[src/hdl/bar_div.sv]
`timescale 1ns / 1ps
// Restoring divider, one quotient bit per stage. The caller keeps
// i_num below i_den shifted up by QW.
module bar_div #(
    parameter int NW = 27,
    parameter int DW = 20,
    parameter int QW = 27,
    parameter int SW = 1
) (
    input  logic          i_clk,
    input  logic          i_rst_n,
    input  logic          i_en,
    input  logic          i_valid,
    input  logic [NW-1:0] i_num,
    input  logic [DW-1:0] i_den,
    input  logic [SW-1:0] i_side,
    output logic          o_valid,
    output logic [QW-1:0] o_quo,
    output logic [SW-1:0] o_side
);

    localparam int WW = NW + QW;

    logic          r_v    [QW];
    logic [NW-1:0] r_rem  [QW];
    logic [DW-1:0] r_den  [QW];
    logic [QW-1:0] r_q    [QW];
    logic [SW-1:0] r_side [QW];

    for (genvar k = 0; k < QW; k++) begin : g_stage
        localparam int B = QW - 1 - k;
        logic          w_vin;
        logic [NW-1:0] w_rin;
        logic [DW-1:0] w_din;
        logic [QW-1:0] w_qin;
        logic [SW-1:0] w_sin;
        logic [WW-1:0] w_sh;
        logic [WW:0]   w_tr;
        logic          w_ok;

        if (k == 0) begin : g_first
            assign w_vin = i_valid;
            assign w_rin = i_num;
            assign w_din = i_den;
            assign w_qin = '0;
            assign w_sin = i_side;
        end else begin : g_next
            assign w_vin = r_v[k-1];
            assign w_rin = r_rem[k-1];
            assign w_din = r_den[k-1];
            assign w_qin = r_q[k-1];
            assign w_sin = r_side[k-1];
        end

        assign w_sh = WW'(w_din) << B;
        assign w_tr = {1'b0, WW'(w_rin)} - {1'b0, w_sh};
        assign w_ok = ~w_tr[WW];

        always_ff @(posedge i_clk) begin
            if (!i_rst_n) begin
                r_v[k] <= 1'b0;
            end else if (i_en) begin
                r_v[k] <= w_vin;
            end
        end

        always_ff @(posedge i_clk) begin
            if (i_en) begin
                r_rem[k]  <= w_ok ? w_tr[NW-1:0] : w_rin;
                r_den[k]  <= w_din;
                r_q[k]    <= w_qin | (QW'(w_ok) << B);
                r_side[k] <= w_sin;
            end
        end
    end

    assign o_valid = r_v[QW-1];
    assign o_quo   = r_q[QW-1];
    assign o_side  = r_side[QW-1];

endmodule

[config.mk]
export PLATFORM = sky130hd
export DESIGN_NAME = bar_div
export DESIGN_NICKNAME = d
export VERILOG_FILES = /design/src/hdl/bar_div.sv
export SDC_FILE = /design/constraint.sdc
export NUM_CORES = 2
export LEC_CHECK = 0
export BUFFER_PORTS_ARGS = -buffer_cell sky130_fd_sc_hd__buf_2
export CORE_MARGIN = 5
export CORE_UTILIZATION = 50
export DETAILED_ROUTE_END_ITERATION = 12
export PLACE_DENSITY = 0.65
export REMOVE_ABC_BUFFERS = 1
export SYNTH_ARGS = -nofsm -noshare
export SYNTH_HDL_FRONTEND = slang
export SYNTH_SLANG_ARGS = --single-unit
[constraint.sdc]
create_clock -name i_clk -period 4.8 [get_ports i_clk]
set_input_delay 1.44 -clock i_clk [delete_from_list [all_inputs] [get_ports i_clk]]
set_output_delay 1.44 -clock i_clk [all_outputs]
set_load 0.01 [all_outputs]
==> metrics.yaml <==
critical_path:
  path_class: "flip-flop to flip-flop"
  path_max_fanout: 26
  worst-path-buf-inv: 1
  max_stage_delay_ns: 0.90
  startpoint: "r_rem[22][3]$_DFFE_PP_"
  r2r-start: "r_rem[22][3]$_DFFE_PP_"
  cp-start-kind: "flip-flop"
  critPathTopFamily: "simple AND/OR/NAND/NOR gates"
  worstPathArrival_ns: 4.34
  worst_path_max_delay_cell: "nand2b_1"
  crit_chain: "inv_1, ha_1, fa_1, nor2b_1, o31a_1, o2111ai_1, nand3_1, a32o_1, nand2b_1, mux2_2"
  worstSetupEndpointType: "flip-flop"
  worstPathRequired_ns: 5.33
sta:
  hold_viol: 0
  tightest_slew_ns: 1.23
  tns_ns: 0
  rsz0062_at_grt: "false"
  fmax_mhz: 263
  fin_ws_ns: 0.994
  fin_crit_sh: 0.793
  slew_viol_final: 0
  period_minus_slack_ns: 3.81
  finalClockSkew_ns: 0.0491
  max_slew_margin: 0.180
  setup-violations-final: 0
clock_tree:
  cts_tree: "yes"
  ctsRootBufferMaster: "clkbuf_16"
  cts_setup_buffers: 0
  numCtsBuffers: 172
  clock_sinks: 1654
  cts_hold_buf: 0
  ctsResizeCount: 0
  cts.clk_slew.worst_paths_ns: 0.06
  clockBufferDepth: 3
  clk_latency_ns: 0.81
  htreeDepth: 4
power_and_ir_drop:
  intPower_uw: 28100
  swShare: 0.257
  pwr-share-comb: 0.160
  p_clk_frac: 0.354
  p_seq_frac: 0.486
  switchingPower_uw: 9720
  power.density_nw_per_um2: 475
  power_leakage_uw: 0.0302
  ir_worst_vdd_v: 0.000344
floorplan:
  initial_core_util: 0.504
  ios: 81
  die_h_um: 385
  row_count: 137
  dieArea_sq_um: 148000
  die_width_um: 385
  core_sq_um: 140000
cells_and_area:
  multi_input_area_sq_um: 18800
  final_common_cell: "edfxtp_1"
  drive_gt1_frac: 0.113
  nFillCells: 10700
  nets: 5420
  layout_common_cells: "edfxtp_1 (1653), inv_1 (463), ha_1 (347)"
  ff_latch_area_sq_um: 49700
  area.growth.synth_to_final_pct: 13.0
  diodes: 0
synth:
  ys_seq_elements: 1654
  synth_top_area_share: 0.705
  synth.distinct_cells: 82
  seq_area_frac_synth: 0.705
  yosysTopAreaCell: "edfxtp_1"
  syn_area_sq_um: 70400
  synth_warnings: 0
  async_flop_share: 0
  synth_area_leaders: "edfxtp_1 (70%), ha_1 (6.2%), inv_1 (2.5%)"
  ys.flop_type: "edfxtp_1"
  synth_area_per_cell_sq_um: 14.9
  synth_edf_count: 1653
  syn_inst: 4732
detailed_routing:
  drtAntennaViolNets: 0
  drc: 0
  wl_per_cell_um: 16.7
  vias: 37200
  wirelength_um: 117000
  first_pass_iters: 5
  vias_per_cell: 5.30
  first_iter_violations: 2274
global_route:
  antenna_found_initial: 0
  grt_pass1_wl_um: 191000
  grt_overflow: 0
  grtUsageTotal: 0.160
  grt_pass1_vias: 38100
  grt_max_degree: 102
placement:
  portBuffers: 80
  dp_slack_ns: 1.05
  routabilityCongestion: 0.870
  place_hpwl_um: 80400
status:
  status: "completed"
run:
  drv_cap: 0
hold_path:
  min_from: "r_side[6]$_DFFE_PP_"
  worstHoldPathType: "flip-flop to flip-flop"
[cells in the mapped netlist, drive strengths merged, types with 8 or more instances]
cell type / count
a31oi: 21
a21oi: 229
a211oi: 29
edfxtp: 1653
and3: 43
mux2i: 35
o31a: 22
o21bai: 21
a2111oi: 8
xor2: 84
ha: 347
a311oi: 9
clkbuf: 42
o21a: 65
nand3b: 8
xnor2: 123
inv: 464
nand2b: 54
nor2b: 66
and2: 10
a21boi: 34
buf: 16
or2: 14
fa: 25
o22ai: 9
o21ai: 241
nor2: 250
mux2: 154
nand3: 43
nand2: 230
o31ai: 29
or3: 20
o211ai: 21
or4: 13
a21o: 78
nand4: 17
nor4: 51
nor3: 64
[worst paths after layout]
kind                                                to  slack (ns)  depth (start not counted)
worst max register to register  r_rem[23][6]$_DFFE_PP_        0.99                         10
worst min-delay path               r_side[7]$_DFFE_PP_        0.38                          0
worst max-delay path            r_rem[23][6]$_DFFE_PP_        0.99                         10
worst min register to register     r_side[7]$_DFFE_PP_        0.38                          0
[through the flow]
step | total power [uW] | hold WS (ns) | util | area, sq um | instances
2_1_floorplan | 22900 | 0.400 | - | 70200 | 4674
3_3_place_gp | 24600 | 0.400 | 0.528 | 73800 | 6698
3_5_place_dp | 24700 | 0.405 | 0.528 | 73800 | 6698
4_1_cts | 38300 | 0.375 | 0.570 | 79600 | 7015
5_1_grt | 39800 | 0.382 | 0.570 | 79600 | 7015
6_report | 37800 | 0.384 | 0.570 | 79600 | 7015
[layout make-up]
class | count | share of cell area
tap | 1876 | 0.0295
inverter | 465 | 0.0219
sequential | 1654 | 0.624
clock inverter | 112 | 0.0178
clock buffer | 205 | 0.0556
timing repair buffer | 148 | 0.0149
multi-input combinational | 2555 | 0.236
[cells by family (layout without fill, tap and decap cells)]
logic type	Yosys count	count (layout)	synth area share
compound gates	885	885	0.0804
simple gates	902	902	0.0623
buf+inv	523	930	0.0283
flops	1654	1654	0.705
fa+ha+maj	372	372	0.0687
mux	189	189	0.0296
xor+xnor	207	207	0.0257
[power by group through the flow]
stage	logic, uW	registers [uW]	clock network [uW]
2_1_floorplan	4560	18300	0
3_3_place_gp	5890	18700	0
3_5_place_dp	6010	18700	0
4_1_cts	6070	18400	13800
5_1_grt	6850	18500	14500
6_report	6050	18400	13400
[sequential cells by signal (all words and copies together) (netlist names)]
signal  count
r_den     520
r_q       378
r_v        27
r_side     27
r_rem     702
[metal layers]
layer	GRT usage	vias to the layer above	wire length, um
li1	-	18200	-
met1	0.177	18100	45400
met2	0.301	583	63500
met3	0.0281	251	4020
met4	0.0643	0	4190
met5	0	-	0
Power figures use the tool's default switching activity.
