===== src/hdl/bar_pkg.sv =====
`timescale 1ns / 1ps
package bar_pkg;

    // configuration port
    localparam int ADDR_W = 5;
    localparam int DATA_W = 64;

    typedef enum logic [1:0] {
        REG_CAL_A = 2'd0,
        REG_CAL_B = 2'd1,
        REG_CAL_C = 2'd2
    } t_reg_idx;

    // datapath widths
    localparam int UT_W    = 16;
    localparam int RAWP_W  = 24;
    localparam int UP_W    = 17;
    localparam int UP_SHIFT = 7;
    localparam int X1_W    = 19;
    localparam int T_W     = 16;
    localparam int P_W     = 18;

    // temperature divider: |MC * 2048| / |X1 + MD|
    localparam int TNUM_W  = 27;
    localparam int TDEN_W  = 20;
    localparam int TQUO_W  = 27;

    // pressure divider: |B7 or 2*B7| / |B4|, quotient bounded to 21 bits
    localparam int PNUM_W  = 64;
    localparam int PDEN_W  = 48;
    localparam int PQUO_W  = 21;

    localparam int B6_OFFSET  = 4000;
    localparam int B7_SCALE   = 25000;
    localparam int COR_SQ     = 3038;
    localparam int COR_LIN    = -7357;
    localparam int COR_OFS    = 3791;
    localparam int PRESS_MAX  = 262143;

    typedef struct packed {
        logic signed [15:0] ac1;
        logic signed [15:0] ac2;
        logic signed [15:0] ac3;
        logic        [15:0] ac4;
        logic        [15:0] ac5;
        logic        [15:0] ac6;
        logic signed [15:0] b1;
        logic signed [15:0] b2;
        logic signed [15:0] mc;
        logic signed [15:0] md;
    } t_cal;

    // travels alongside the temperature divider
    typedef struct packed {
        logic        [UP_W-1:0] up;
        logic signed [X1_W-1:0] x1;
        logic                   neg;
        logic                   fault;
    } t_tside;

    // travels alongside the pressure divider
    typedef struct packed {
        logic signed [T_W-1:0] t;
        logic                  neg;
        logic                  dbl;
        logic                  sat;
        logic                  fault;
    } t_pside;

endpackage


===== src/hdl/bar_corr.sv =====
`timescale 1ns / 1ps
module bar_corr (
    input  logic                          i_clk,
    input  logic                          i_rst_n,
    input  logic                          i_en,
    input  logic                          i_valid,
    input  logic [bar_pkg::PQUO_W-1:0]    i_quo,
    input  bar_pkg::t_pside               i_side,
    output logic                          o_valid,
    output logic signed [bar_pkg::T_W-1:0] o_t,
    output logic [bar_pkg::P_W-1:0]       o_p,
    output logic                          o_fault
);

    localparam int NSTG = 4;

    logic [NSTG-1:0]    r_v;
    logic [19:0]        r_p    [1:3];
    logic               r_zero [1:3];
    logic               r_max  [1:3];
    logic               r_flt  [1:3];
    logic signed [15:0] r_t    [1:3];
    logic [23:0]        r2_pp;
    logic signed [34:0] r2_mp;
    logic [19:0]        r3_x1;
    logic signed [18:0] r3_x2;

    logic [21:0]        w_pm;
    logic               w_zero;
    logic [35:0]        w_x1f;
    logic signed [22:0] w_cs;
    logic signed [18:0] w_cor;
    logic signed [22:0] w_pf;
    logic [17:0]        w_pcl;

    always_ff @(posedge i_clk) begin
        if (!i_rst_n) begin
            r_v <= '0;
        end else if (i_en) begin
            r_v <= {r_v[NSTG-2:0], i_valid};
        end
    end

    // magnitude of p; a negative nonzero p goes to zero, a large one to full scale
    assign w_pm   = i_side.dbl ? {i_quo, 1'b0} : {1'b0, i_quo};
    assign w_zero = i_side.fault | (i_side.neg & (i_side.sat | (w_pm != 22'd0)));

    assign w_x1f = r2_pp * 36'(bar_pkg::COR_SQ);
    assign w_cs  = 23'(signed'({1'b0, r3_x1})) + 23'(r3_x2) + 23'(bar_pkg::COR_OFS);
    assign w_cor = w_cs[22:4];
    assign w_pf  = 23'(signed'({1'b0, r_p[3]})) + 23'(w_cor);

    always_comb begin
        priority if (w_pf < 23'sd0) begin
            w_pcl = '0;
        end else if (w_pf > 23'(bar_pkg::PRESS_MAX)) begin
            w_pcl = 18'(bar_pkg::PRESS_MAX);
        end else begin
            w_pcl = w_pf[17:0];
        end
    end

    always_ff @(posedge i_clk) begin
        if (i_en) begin
            // C1
            r_p[1]    <= w_pm[19:0];
            r_zero[1] <= w_zero;
            r_max[1]  <= ~w_zero & (i_side.sat | (w_pm[21:20] != 2'd0));
            r_flt[1]  <= i_side.fault;
            r_t[1]    <= i_side.t;
            // C2: (p >> 8)^2 and -7357 * p
            r2_pp     <= r_p[1][19:8] * r_p[1][19:8];
            r2_mp     <= signed'({1'b0, r_p[1]}) * 35'(bar_pkg::COR_LIN);
            r_p[2]    <= r_p[1];
            r_zero[2] <= r_zero[1];
            r_max[2]  <= r_max[1];
            r_flt[2]  <= r_flt[1];
            r_t[2]    <= r_t[1];
            // C3
            r3_x1     <= w_x1f[35:16];
            r3_x2     <= r2_mp[34:16];
            r_p[3]    <= r_p[2];
            r_zero[3] <= r_zero[2];
            r_max[3]  <= r_max[2];
            r_flt[3]  <= r_flt[2];
            r_t[3]    <= r_t[2];
            // C4
            o_t       <= r_flt[3] ? '0 : r_t[3];
            o_fault   <= r_flt[3];
            if (r_zero[3]) begin
                o_p <= '0;
            end else if (r_max[3]) begin
                o_p <= 18'(bar_pkg::PRESS_MAX);
            end else begin
                o_p <= w_pcl;
            end
        end
    end

    assign o_valid = r_v[NSTG-1];

endmodule


===== config.mk =====
export PLATFORM = sky130hd
export DESIGN_NAME = bar_corr
export DESIGN_NICKNAME = d
export VERILOG_FILES = /design/src/hdl/bar_pkg.sv /design/src/hdl/bar_corr.sv
export SDC_FILE = /design/constraint.sdc
export NUM_CORES = 1
export LEC_CHECK = 0
export ABC_CLOCK_PERIOD_IN_PS = 17460
export BUFFER_PORTS_ARGS = -buffer_cell sky130_fd_sc_hd__buf_2
export CORE_ASPECT_RATIO = 1.75
export CORE_MARGIN = 4
export CORE_UTILIZATION = 45
export CTS_CLUSTER_SIZE = 30
export DETAILED_ROUTE_END_ITERATION = 10
export GPL_TIMING_DRIVEN = 0
export PLACE_DENSITY_LB_ADDON = 0.1
export SLEW_MARGIN = 5
export SYNTH_ARGS = -nofsm -noshare
export SYNTH_HDL_FRONTEND = slang
export SYNTH_SLANG_ARGS = --single-unit

===== constraint.sdc =====
create_clock -name i_clk -period 17.46 [get_ports i_clk]
set_input_delay 2.619 -clock i_clk [delete_from_list [all_inputs] [get_ports i_clk]]
set_output_delay 2.619 -clock i_clk [all_outputs]
set_load 0.1 [all_outputs]

==> impl_metrics.ini <==
[setup_path]
cp-start-kind = register
worst-endpoint-required_ns = 17.75
r2r_setup_slack_ns = 10.46
reg2reg_to = r2_mp[34]
cp_max_fo = 10
worstRegToRegCells = 21
cp.arrival_ns = 7.29
cp-end-kind = register
path_class = reg2reg
rr_startpoint = r_p[0][29]

[die]
ios = 81
die_x_um = 178.0
dieHeight_um = 305.5
row_count = 108
die_area_um2 = 54370
core_area_um2 = 49860
start_util_pct = 45.64

[logic_synthesis]
async_reset_ff_share_pct = 0
yosys_warnings = 0
post-synth-top-area-cell = edfxtp_1
synth_top_area_share_pct = 30.62
netlist_top_cells_count = inv_1, ha_1, fa_1
synth_cell_types = 73
synth_edf_count = 232
synth_area_per_cell_um2 = 11.86
synth_area_leaders = edfxtp_1, fa_1, ha_1
ys_seq_area_share_pct = 30.97
synth.most_common_cell = inv_1
syn_inst = 1919
synthFlopType = edfxtp_1
ys_ff_latch = 236
syn_area_um2 = 22760

[sta]
fin_crit_ns = 6.999
hold_viol = 0
worst-slew-pin-transition_ns = 0.8913
setup_viol_count_final = 0
post-route-period-util_pct = 40.08
fmax_mhz = 142.9
rsz0062_at_grt = no
clock-skew-final_ns = 0.01718
max-slew-margin-rel_pct = 40.58
slew_violations = 0
tns_ns = 0

[routing]
drtPass1Iterations = 4
drc = 0
num_vias = 13635
wl_mm = 47.83
wire_per_inst_um = 17.67
drt_iter0_markers = 473
ant_nets = 0
drt-vias-per-instance = 5.037

[final_layout]
multi_input_area_um2 = 14030
diodes = 0
regArea_um2 = 7047
final_nets = 2719
drive_gt1_share_pct = 8.793
nFillCells = 4513
area_growth_pct = 9.133

[global_route]
antenna_found_initial = 0
grt_max_degree = 119
grt_pass1_vias = 15016
grt_usage_pct = 18.38
overflow = 0
grt_pass1_wl_mm = 78.00

[placed_design]
dp_hpwl_mm = 39.72
portBuffers = 80
routabilityCongestion = 0.8198

[hold_path]
hold_path_end = r3_x2[11]
holdPathStages = 0
min_from = r2_mp[27]
hold_path.class = reg2reg

[clock_network]
cts_setup_buffers = 0
cts_sinks = 236
cts_buffer_depth = 3
cts_resized = 0
cts_root_buf = clkbuf_16
cts_made_buffers = 25
clk_latency_ns = 0.56
htree_num_levels = 1
clk_pin_slew_ns = 0.07
cts_hold_buf = 0
tritoncts = done

[flow_run]
max_cap_viol_count = 0

[run_status]
outcome = finished, final reports clean
-- stage by stage --
step / setup WS, ns / cells / cell area [um2] / util [%] / hold WS [ns]
after floorplan: 11.92 / 1920 / 22760 / - / 0.4003
after global placement: 10.43 / 2660 / 23990 / 48.10 / 0.4023
after detailed placement: 10.49 / 2661 / 24020 / 48.18 / 0.4045
after CTS: 10.43 / 2707 / 24830 / 49.80 / 0.4131
after global routing: 10.17 / 2707 / 24830 / 49.80 / 0.4224
final: 10.46 / 2707 / 24830 / 49.80 / 0.4169
-- sequential cells by signal, summed over array words and instances (netlist names) --
register / cells
r2_pp: 23
r3_x1: 20
r_zero: 3
r_flt: 3
r3_x2: 19
r_p: 58
r_t: 48
r2_mp: 20
r_max: 3
o_t: 16
r_v: 4
o_p: 18
o_fault: 1
-- layout by cell type, fill, tap and decap left out, types with 5 or more instances in the layout --
cell,count
inv_1,432
ha_1,365
fa_1,281
edfxtp_1,232
nor2_1,100
buf_2,79
a21oi_1,59
nand2_1,52
xnor2_1,51
nor2b_1,36
xor2_1,29
o21ai_0,27
a21o_1,27
clkbuf_16,25
mux2_2,21
nor3_1,19
o21a_1,19
nand2b_1,12
clkbuf_1,10
a21oi_2,10
nor4_1,9
a211oi_1,9
o31ai_1,8
or2_2,7
nand4_1,7
mux2i_1,7
o211ai_1,6
clkinv_1,5
a31oi_1,5
nand3_1,5
o21bai_1,5
-- per-layer routing --
| metal | vias to the layer above | wire [um] | global-route usage, % |
|---|---|---|---|
| li1 | 6556 | - | - |
| met1 | 6793 | 17300 | 19.74 |
| met2 | 210 | 27450 | 36.73 |
| met3 | 76 | 1507 | 1.842 |
| met4 | 0 | 1583 | 5.834 |
| met5 | - | 0 | 0 |
-- area by class of cell --
| class | instances | share of cell area [%] |
|---|---|---|
| buffer | 7 | 0.1965 |
| clock buffer | 30 | 2.595 |
| clock inverter | 16 | 0.6701 |
| inverter | 434 | 6.560 |
| multi-input combinational | 1243 | 56.51 |
| sequential | 236 | 28.38 |
| tap | 660 | 3.325 |
| timing repair buffer | 81 | 1.763 |
-- how the worst max path moves through the flow --
stage                           from   endpoint  slack (ns)  cells past startpoint
after global routing      r_p[0][29]  r2_mp[34]       10.17                     21
final                     r_p[0][29]  r2_mp[34]       10.46                     21
after floorplan           r_p[0][28]  r2_mp[34]       11.92                     22
after CTS                 r_p[0][29]  r2_mp[34]       10.43                     21
after global placement          i_en     r_v[2]       10.43                      4
after detailed placement  r_p[0][29]  r2_mp[34]       10.49                     21
-- kinds of logic (layout without fill, tap and decap cells) --
logic type / Yosys count / count (layout) / synth area share [%]
buffers and inverters: 441 / 568 / 7.373
muxes: 29 / 29 / 1.446
adders and majority gates: 646 / 646 / 44.79
xor gates and xnor gates: 80 / 80 / 3.079
DFF: 236 / 236 / 30.97
other: 2 / 3 / 0.03300
AOI/OAI and AO/OA: 213 / 213 / 6.439
and+or+nand+nor: 272 / 272 / 5.872
-- critical path: stages, from the launching register on --
cell and delay (ns):
edfxtp_1 0.65, clkinv_1 0.49, ha_1 0.45, inv_1 0.20
ha_1 0.29, fa_1 0.51, inv_1 0.06, fa_1 0.48
inv_1 0.05, fa_1 0.49, fa_1 0.41, ha_1 0.37
a21oi_1 0.13, nand2b_1 0.13, or2_2 0.12, o31ai_1 0.07
o31ai_1 0.59, nand3_1 0.29, o21ai_1 0.29, o41ai_2 0.14
o21ba_2 0.23, o31a_1 0.30
Power is left out: the tool's default activity adds up to more than one toggle a clock period on the data nets, which glitch-free logic cannot reach.
