**src/hdl/bar_pkg.sv**
```systemverilog
`timescale 1ns / 1ps
package bar_pkg;

    // configuration port
    localparam int ADDR_W = 5;
    localparam int DATA_W = 64;

    typedef enum logic [1:0] {
        REG_CAL_A = 2'd0,
        REG_CAL_B = 2'd1,
        REG_CAL_C = 2'd2
    } t_reg_idx;

    // datapath widths
    localparam int UT_W    = 16;
    localparam int RAWP_W  = 24;
    localparam int UP_W    = 17;
    localparam int UP_SHIFT = 7;
    localparam int X1_W    = 19;
    localparam int T_W     = 16;
    localparam int P_W     = 18;

    // temperature divider: |MC * 2048| / |X1 + MD|
    localparam int TNUM_W  = 27;
    localparam int TDEN_W  = 20;
    localparam int TQUO_W  = 27;

    // pressure divider: |B7 or 2*B7| / |B4|, quotient bounded to 21 bits
    localparam int PNUM_W  = 64;
    localparam int PDEN_W  = 48;
    localparam int PQUO_W  = 21;

    localparam int B6_OFFSET  = 4000;
    localparam int B7_SCALE   = 25000;
    localparam int COR_SQ     = 3038;
    localparam int COR_LIN    = -7357;
    localparam int COR_OFS    = 3791;
    localparam int PRESS_MAX  = 262143;

    typedef struct packed {
        logic signed [15:0] ac1;
        logic signed [15:0] ac2;
        logic signed [15:0] ac3;
        logic        [15:0] ac4;
        logic        [15:0] ac5;
        logic        [15:0] ac6;
        logic signed [15:0] b1;
        logic signed [15:0] b2;
        logic signed [15:0] mc;
        logic signed [15:0] md;
    } t_cal;

    // travels alongside the temperature divider
    typedef struct packed {
        logic        [UP_W-1:0] up;
        logic signed [X1_W-1:0] x1;
        logic                   neg;
        logic                   fault;
    } t_tside;

    // travels alongside the pressure divider
    typedef struct packed {
        logic signed [T_W-1:0] t;
        logic                  neg;
        logic                  dbl;
        logic                  sat;
        logic                  fault;
    } t_pside;

endpackage

```
**src/hdl/bar_cfg.sv**
```systemverilog
`timescale 1ns / 1ps
module bar_cfg (
    input  logic                          i_clk,
    input  logic                          i_rst_n,
    input  logic                          psel,
    input  logic                          penable,
    input  logic                          pwrite,
    input  logic [bar_pkg::ADDR_W-1:0]    paddr,
    input  logic [bar_pkg::DATA_W-1:0]    pwdata,
    output logic [bar_pkg::DATA_W-1:0]    prdata,
    output logic                          pready,
    output bar_pkg::t_cal                 o_cal
);

    logic [63:0] r_cal_a;
    logic [63:0] r_cal_b;
    logic [31:0] r_cal_c;
    bar_pkg::t_reg_idx w_idx;
    logic              w_wr;

    assign pready = 1'b1;
    assign w_idx  = bar_pkg::t_reg_idx'(paddr[4:3]);
    assign w_wr   = psel & penable & pwrite;

    always_ff @(posedge i_clk) begin
        if (!i_rst_n) begin
            r_cal_a <= '0;
            r_cal_b <= '0;
            r_cal_c <= '0;
        end else if (w_wr) begin
            unique case (w_idx)
                bar_pkg::REG_CAL_A: r_cal_a <= pwdata;
                bar_pkg::REG_CAL_B: r_cal_b <= pwdata;
                bar_pkg::REG_CAL_C: r_cal_c <= pwdata[31:0];
                default: ;
            endcase
        end
    end

    always_comb begin
        unique case (w_idx)
            bar_pkg::REG_CAL_A: prdata = r_cal_a;
            bar_pkg::REG_CAL_B: prdata = r_cal_b;
            bar_pkg::REG_CAL_C: prdata = {32'd0, r_cal_c};
            default:            prdata = '0;
        endcase
    end

    assign o_cal = {r_cal_a, r_cal_b, r_cal_c};

endmodule

```
**config.mk**
```make
export PLATFORM = sky130hd
export DESIGN_NAME = bar_cfg
export DESIGN_NICKNAME = d
export VERILOG_FILES = /design/src/hdl/bar_pkg.sv /design/src/hdl/bar_cfg.sv
export SDC_FILE = /design/constraint.sdc
export NUM_CORES = 1
export LEC_CHECK = 0
export BUFFER_PORTS_ARGS = -buffer_cell sky130_fd_sc_hd__buf_2
export CAP_MARGIN = 20
export CORE_ASPECT_RATIO = 0.7
export CORE_MARGIN = 5
export CORE_UTILIZATION = 38
export DETAILED_ROUTE_END_ITERATION = 10
export PLACE_DENSITY = 0.76
export SLEW_MARGIN = 20
export SYNTH_ARGS = -nofsm -noshare
export SYNTH_HDL_FRONTEND = slang
export SYNTH_SLANG_ARGS = --single-unit
```
**constraint.sdc**
```tcl
create_clock -name i_clk -period 1.75 [get_ports i_clk]
set_clock_uncertainty 0.1 [all_clocks]
set_input_delay 0.35 -clock i_clk [delete_from_list [all_inputs] [get_ports i_clk]]
set_output_delay 0.35 -clock i_clk [all_outputs]
set_load 0.03 [all_outputs]
```
==> results of run 1 <==
[flip-flops by register name (all words and copies together), names as in the netlist]
register and cells:
r_cal_a 64, r_cal_c 32, r_cal_b 64
[synth_stat cells, drive strengths merged]
library cell and n:
conb 1, clkbuf 27, buf 35, o21ai 32
nor3b 1, mux2i 224, nand2 256, nand3 1
nor3 1, dfxtp 160, nor2b 1, nor2 32
or3b 1
[report_power, final]
part           switching (W)  internal, W  total (W)
registers          0.0000397      0.00369    0.00373
clock network        0.00156      0.00215    0.00371
logic               0.000478     0.000282   0.000760
total                0.00207      0.00612    0.00820
[how the worst max path moves through the flow]
| stage | startpoint | endpoint | cells past startpoint |
|---|---|---|---|
| global route | r_cal_a[30] | prdata[30] | 3 |
| global placement | paddr[4] | prdata[26] | 4 |
| floorplan | paddr[4] | prdata[24] | 6 |
| finish | paddr[3] | prdata[19] | 5 |
| detailed placement | paddr[3] | prdata[0] | 5 |
| CTS | paddr[3] | prdata[9] | 6 |
[stage by stage]
| step | std cells | TNS (ns) | utilization, % |
|---|---|---|---|
| floorplan | 772 | -0.180 | - |
| global placement | 1260 | 0 | 49.7 |
| detailed placement | 1260 | -0.0155 | 49.7 |
| CTS | 1292 | -0.0425 | 53.2 |
| global route | 1296 | -0.00970 | 53.8 |
| finish | 1296 | 0 | 53.8 |
[metal layers]
layer	track usage, %	wire (µm)	vias to the layer above
met5	0	0	-
met2	30.4	10000	208
li1	-	-	3112
met1	23.1	9460	3009
met3	5.49	1310	16
met4	4.42	223	0
[repair_timing]
action,4_1_cts,5_1_grt
cloned,0,4
setup endpoints to repair,5,37
gates resized for setup,6,11
[cells by family (layout without fill, tap and decap cells)]
family	after synthesis	after routing	share of synthesized area [%]
buffers and inverters	62	350	5.48
muxes	224	224	31.5
DFF	160	160	45.0
other	1	1	0.0527
AOI/OAI and AO/OA	32	32	2.25
and+or+nand+nor	293	293	15.7
[area by class of cell]
class	count	area, µm²
flip-flops and latches	160	3210
multi-input cells	550	3750
well taps	236	295
repair buffers	318	1960
fillers	1648	8410
clock buffers	21	480
clock inverters	11	119
[critical path: cells and delay by family]
family / cells / cell delay, ns
muxes: 1 / 0.23
buffers and inverters: 3 / 0.58
AOI/OAI and AO/OA: 1 / 0.06
==> metrics, run 1 <==
final hold slack 0.101 ns; critical path's slowest cell clkbuf_16; syn_nets 846; Power Density 836 nW/µm²; Syn Area/Cell 9.22 µm²; DP HPWL 14800 µm; max-cap viol count 0; leading post-synthesis cells by cell area dfxtp_1, mux2i_1, nand2_1, o21ai_0, buf_12; commonest non-fill, non-tap cell in the layout buf_2; clk sink count 160; total gr overflow 0; YS warnings 0; Skew-Pair Late Insertion Delay 0.40 ns; antenna cells 0; reg2reg start r_cal_b[0]; initial antenna violation count 0; Final setup viols 0; Clock Path Buffers 2; R2R Setup Slk 0.97 ns; global-route wire length before repair 32700 µm; drt pass-1 iters 4; WHS Path Cells 3; Final Hold Viols 0; Arr. time, crit path 1.24 ns; Hold Crit Class in -> reg; worst setup margin 0.0646 ns; CP peak stage delay 0.23 ns; post-synth top area share 45.0%; Routed WL 21000 µm; CP Capture Type output port; layout cells sized above 1 39.7%; # H-tree levels 4; Area Overhead vs Synth 37.7%; leading area contributor after synthesis dfxtp_1; f_max 593 MHz; dpl ws -0.0155 ns; # hold bufs at CTS 0; Post-Synthesis Cell Area 7120 µm²; remaining antenna violation count after routing 0; Pleak 4.94 nW; clock root buffer clkbuf_16; pin count of the biggest net entering global routing 71; Worst Hold Path EP r_cal_a[42]; 1st-iter DRT viols 313; crit-path cells buf_8 -> clkbuf_16 -> mux2i_1 -> o21ai_2 -> buf_2; Critical Path RT 1.30 ns; gpl congestion 0.777; number of post-CTS setup repair buffers 0; via count 6345; Pins Over Slew Limit 0; All-Layer GR Usage 18.2%; WL per Instance 16.2 µm; Tcrit/Tclk final 96.3%; commonest cells after routing, fill and taps aside buf_2, nand2_1, mux2i_1; VDD IR max 571 µV; crit-path max FO 15; Worst Reg2Reg Path Length in Cells 2; Critical R2R Capture r_cal_b[0]; total power 0.00820 W; placed inst area 9060 µm²; vias in the first global route 6155; critical path class in -> out; HP Start pwdata[42]; Final nets 1121; Die X 174 µm; Core Rows 41; #FFs+latches synth 160; Die Footprint 21600 µm²; Die Y 125 µm; TritonCTS clock tree built; Final Cell Area 9800 µm²; sequential share of the synthesized area 45.0%; outcome finished clean; I/O pins 299; Clk pin slew, worst setup/hold paths 0.07 ns; drt via density 4.90; Starting Density 39.1%; Setup crit start kind primary input; DR DRC count 0; core area 18200 µm²; Synth cell types 17; Synth Instances 772; port buffer count 294; Tmin final 1.69 ns; TritonCTS Buffers 17
Power figures use the tool's default switching activity.
==> inputs of run 2 (changes only) <==
- BUFFER_PORTS_ARGS: -buffer_cell sky130_fd_sc_hd__buf_2 -> not set
- DONT_BUFFER_PORTS: not set -> 1
- PLACE_DENSITY: 0.76 -> 0.62
==> run 2 against run 1 <==
Clock power is 2% higher. Critical path depth unchanged. Routed wire length rose by 13%. Critical endpoint is now r_cal_b[56].
==> metrics, run 2 (synthesis results as in run 1) <==
Setup TNS 0 ns (unchanged); sequential power share 45.7% (+0.2 points); drt via density 5.07 (+3.6%); f_max 592 MHz (-0.16%); clock share of power 46.7% (+1.5 points); Slew @ Worst Pin 0.572 ns; pin count of the biggest net entering global routing 138 (+94%); All-Layer GR Usage 21.4% (+3.3 points); placed inst area 8610 µm² (-4.9%); global-route wire length before repair 37300 µm (+14%); Clk pin slew, worst setup/hold paths 0.07 ns (about the same); Worst slew margin 61.9%; VDD IR max 461 µV (-19%); critical path class in -> reg; outcome finished clean; number of post-CTS setup repair buffers 0 (unchanged); vias in the first global route 6533 (+6.1%); RSZ-0062 raised after global routing false; 1st-iter DRT viols 264 (-16%); Comb pwr share 7.6% (-1.7 points); reg2reg start r_cal_c[28]; DR DRC count 0 (unchanged); Skew-Pair Late Insertion Delay 0.41 ns (about the same); grt met3 use 8.80% (+3.3 points); TritonCTS Buffers 17 (unchanged); Hold Crit Class in -> reg; commonest cells after routing, fill and taps aside nand2_1, mux2i_1, buf_4; max-cap viol count 0 (unchanged); Final Cell Area 10200 µm² (+3.7%); via count 6315 (-0.47%); HP Start pwdata[22]; Final nets 1070 (-4.5%); Die Y 125 µm (unchanged); Core Rows 41 (unchanged); Die Footprint 21600 µm² (unchanged); CP Capture Type register; Tmin final 1.69 ns (+0.00275 ns); Final Hold Viols 0 (unchanged); I/O pins 299 (unchanged); biggest regs r_cal_a x64, r_cal_b x64, r_cal_c x32; Switch Pwr 0.00200 W (-3.4%); Multi-input gate area 3730 µm² (-0.37%); remaining antenna violation count after routing 0 (unchanged); grt met2 use 35.0% (+4.6 points); gpl congestion 0.774 (-0.42%); Placed Cells 1119 (-11%); drt pass-1 iters 4 (unchanged); DP HPWL 14400 µm (-2.8%); clock root buffer clkbuf_16; Routed WL 23800 µm (+13%); critical path startpoint pwrite; commonest non-fill, non-tap cell in the layout nand2_1; crit-path max FO 33 (+18); Sw Share 24.7% (-0.64 points); Tcrit/Tclk final 96.5% (+0.16 points); total power 0.00812 W (-0.89%); Area Overhead vs Synth 42.8%; total gr overflow 0 (unchanged); Setup crit start kind primary input; Power Internal 0.00612 W (about the same); GR Layer Usage met1 25.6% (+2.5 points); port buffer count 0 (-100%); # H-tree levels 4 (unchanged); GRT busiest layer met2; Critical Path RT 1.95 ns (+0.65 ns); Pleak 4.42 nW (-10%); Die X 174 µm (unchanged); Power Density 799 nW/µm² (-4.4%); Starting Density 39.1% (unchanged); Final setup viols 0 (unchanged); Reg area 3200 µm² (-0.16%); WL per Instance 19.1 µm (+18%); Pins Over Slew Limit 0 (unchanged); Arr. time, crit path 1.89 ns (+0.65 ns); layout cells sized above 1 26.8% (-13 points); fin cells 1245 (-3.9%); TritonCTS clock tree built; initial antenna violation count 0 (unchanged); antenna cells 0 (unchanged); Clock Path Buffers 2 (unchanged); clk sink count 160 (unchanged); fill count 1622 (-1.6%); final core occ 55.8% (+2.0 points); core area 18200 µm² (unchanged)
[run 2: changes by cell type in the layout (fill, tap and decap cells not counted), moves of 3 or more]
| cell | change |
|---|---|
| clkbuf_16 | -3 |
| buf_4 | +158 |
| inv_6 | -3 |
| dfxtp_1 | +4 |
| buf_6 | -3 |
| dlygate4sd3_1 | +92 |
| dfxtp_2 | -4 |
| clkinvlp_4 | +3 |
| buf_2 | -286 |
| buf_12 | -7 |
| clkbuf_8 | -3 |
[run 2: critical path, stage by stage]
cell,delay (ns)
nand3_2,0.12
or3b_4,0.46
buf_12,0.21
mux2i_1,0.15
dlygate4sd3_1,0.57
[run 2: cell type report]
class | count | share of cell area, %
multi-input combinational | 550 | 36.7
clock inverter | 12 | 1.48
clock buffer | 20 | 4.39
timing repair buffer | 267 | 23.0
sequential | 160 | 31.5
tap | 236 | 2.90
[run 2: worst paths after layout]
check,end,slack [ns],cells after the start
worst max-delay path,r_cal_b[56],0.06,5
worst min-delay path,r_cal_b[22],0.02,2
worst max register to register,r_cal_c[28],0.26,4
worst min register to register,r_cal_a[4],0.53,3
[run 2: timing repair]
action	CTS	global route
hold buffers	94	0
hold endpoints to repair	119	0
setup endpoints to repair	0	2
resized for setup	0	2
[run 2: power by group through the flow]
stage,Clock [W],Combinational [W],Sequential (W)
after global routing,0.00404,0.000661,0.00371
after global placement,0,0.000486,0.00379
after CTS,0.00389,0.000623,0.00371
after detailed placement,0,0.000491,0.00379
final,0.00379,0.000621,0.00371
after floorplan,0,0.000382,0.00389
[run 2: metal layers]
metal	up-vias	part of all wire (%)
met4	0	2.5
met2	221	46
met3	36	9.1
met5	-	0
li1	3029	-
met1	3029	42
[run 2: per-stage QoR]
step	hold slack, ns	setup slack (ns)
2_1_floorplan	0.412	-0.0633
3_3_place_gp	0.419	0.202
3_5_place_dp	0.421	0.176
4_1_cts	0.000512	0.0196
5_1_grt	0.00385	0.0302
6_report	0.0187	0.0618
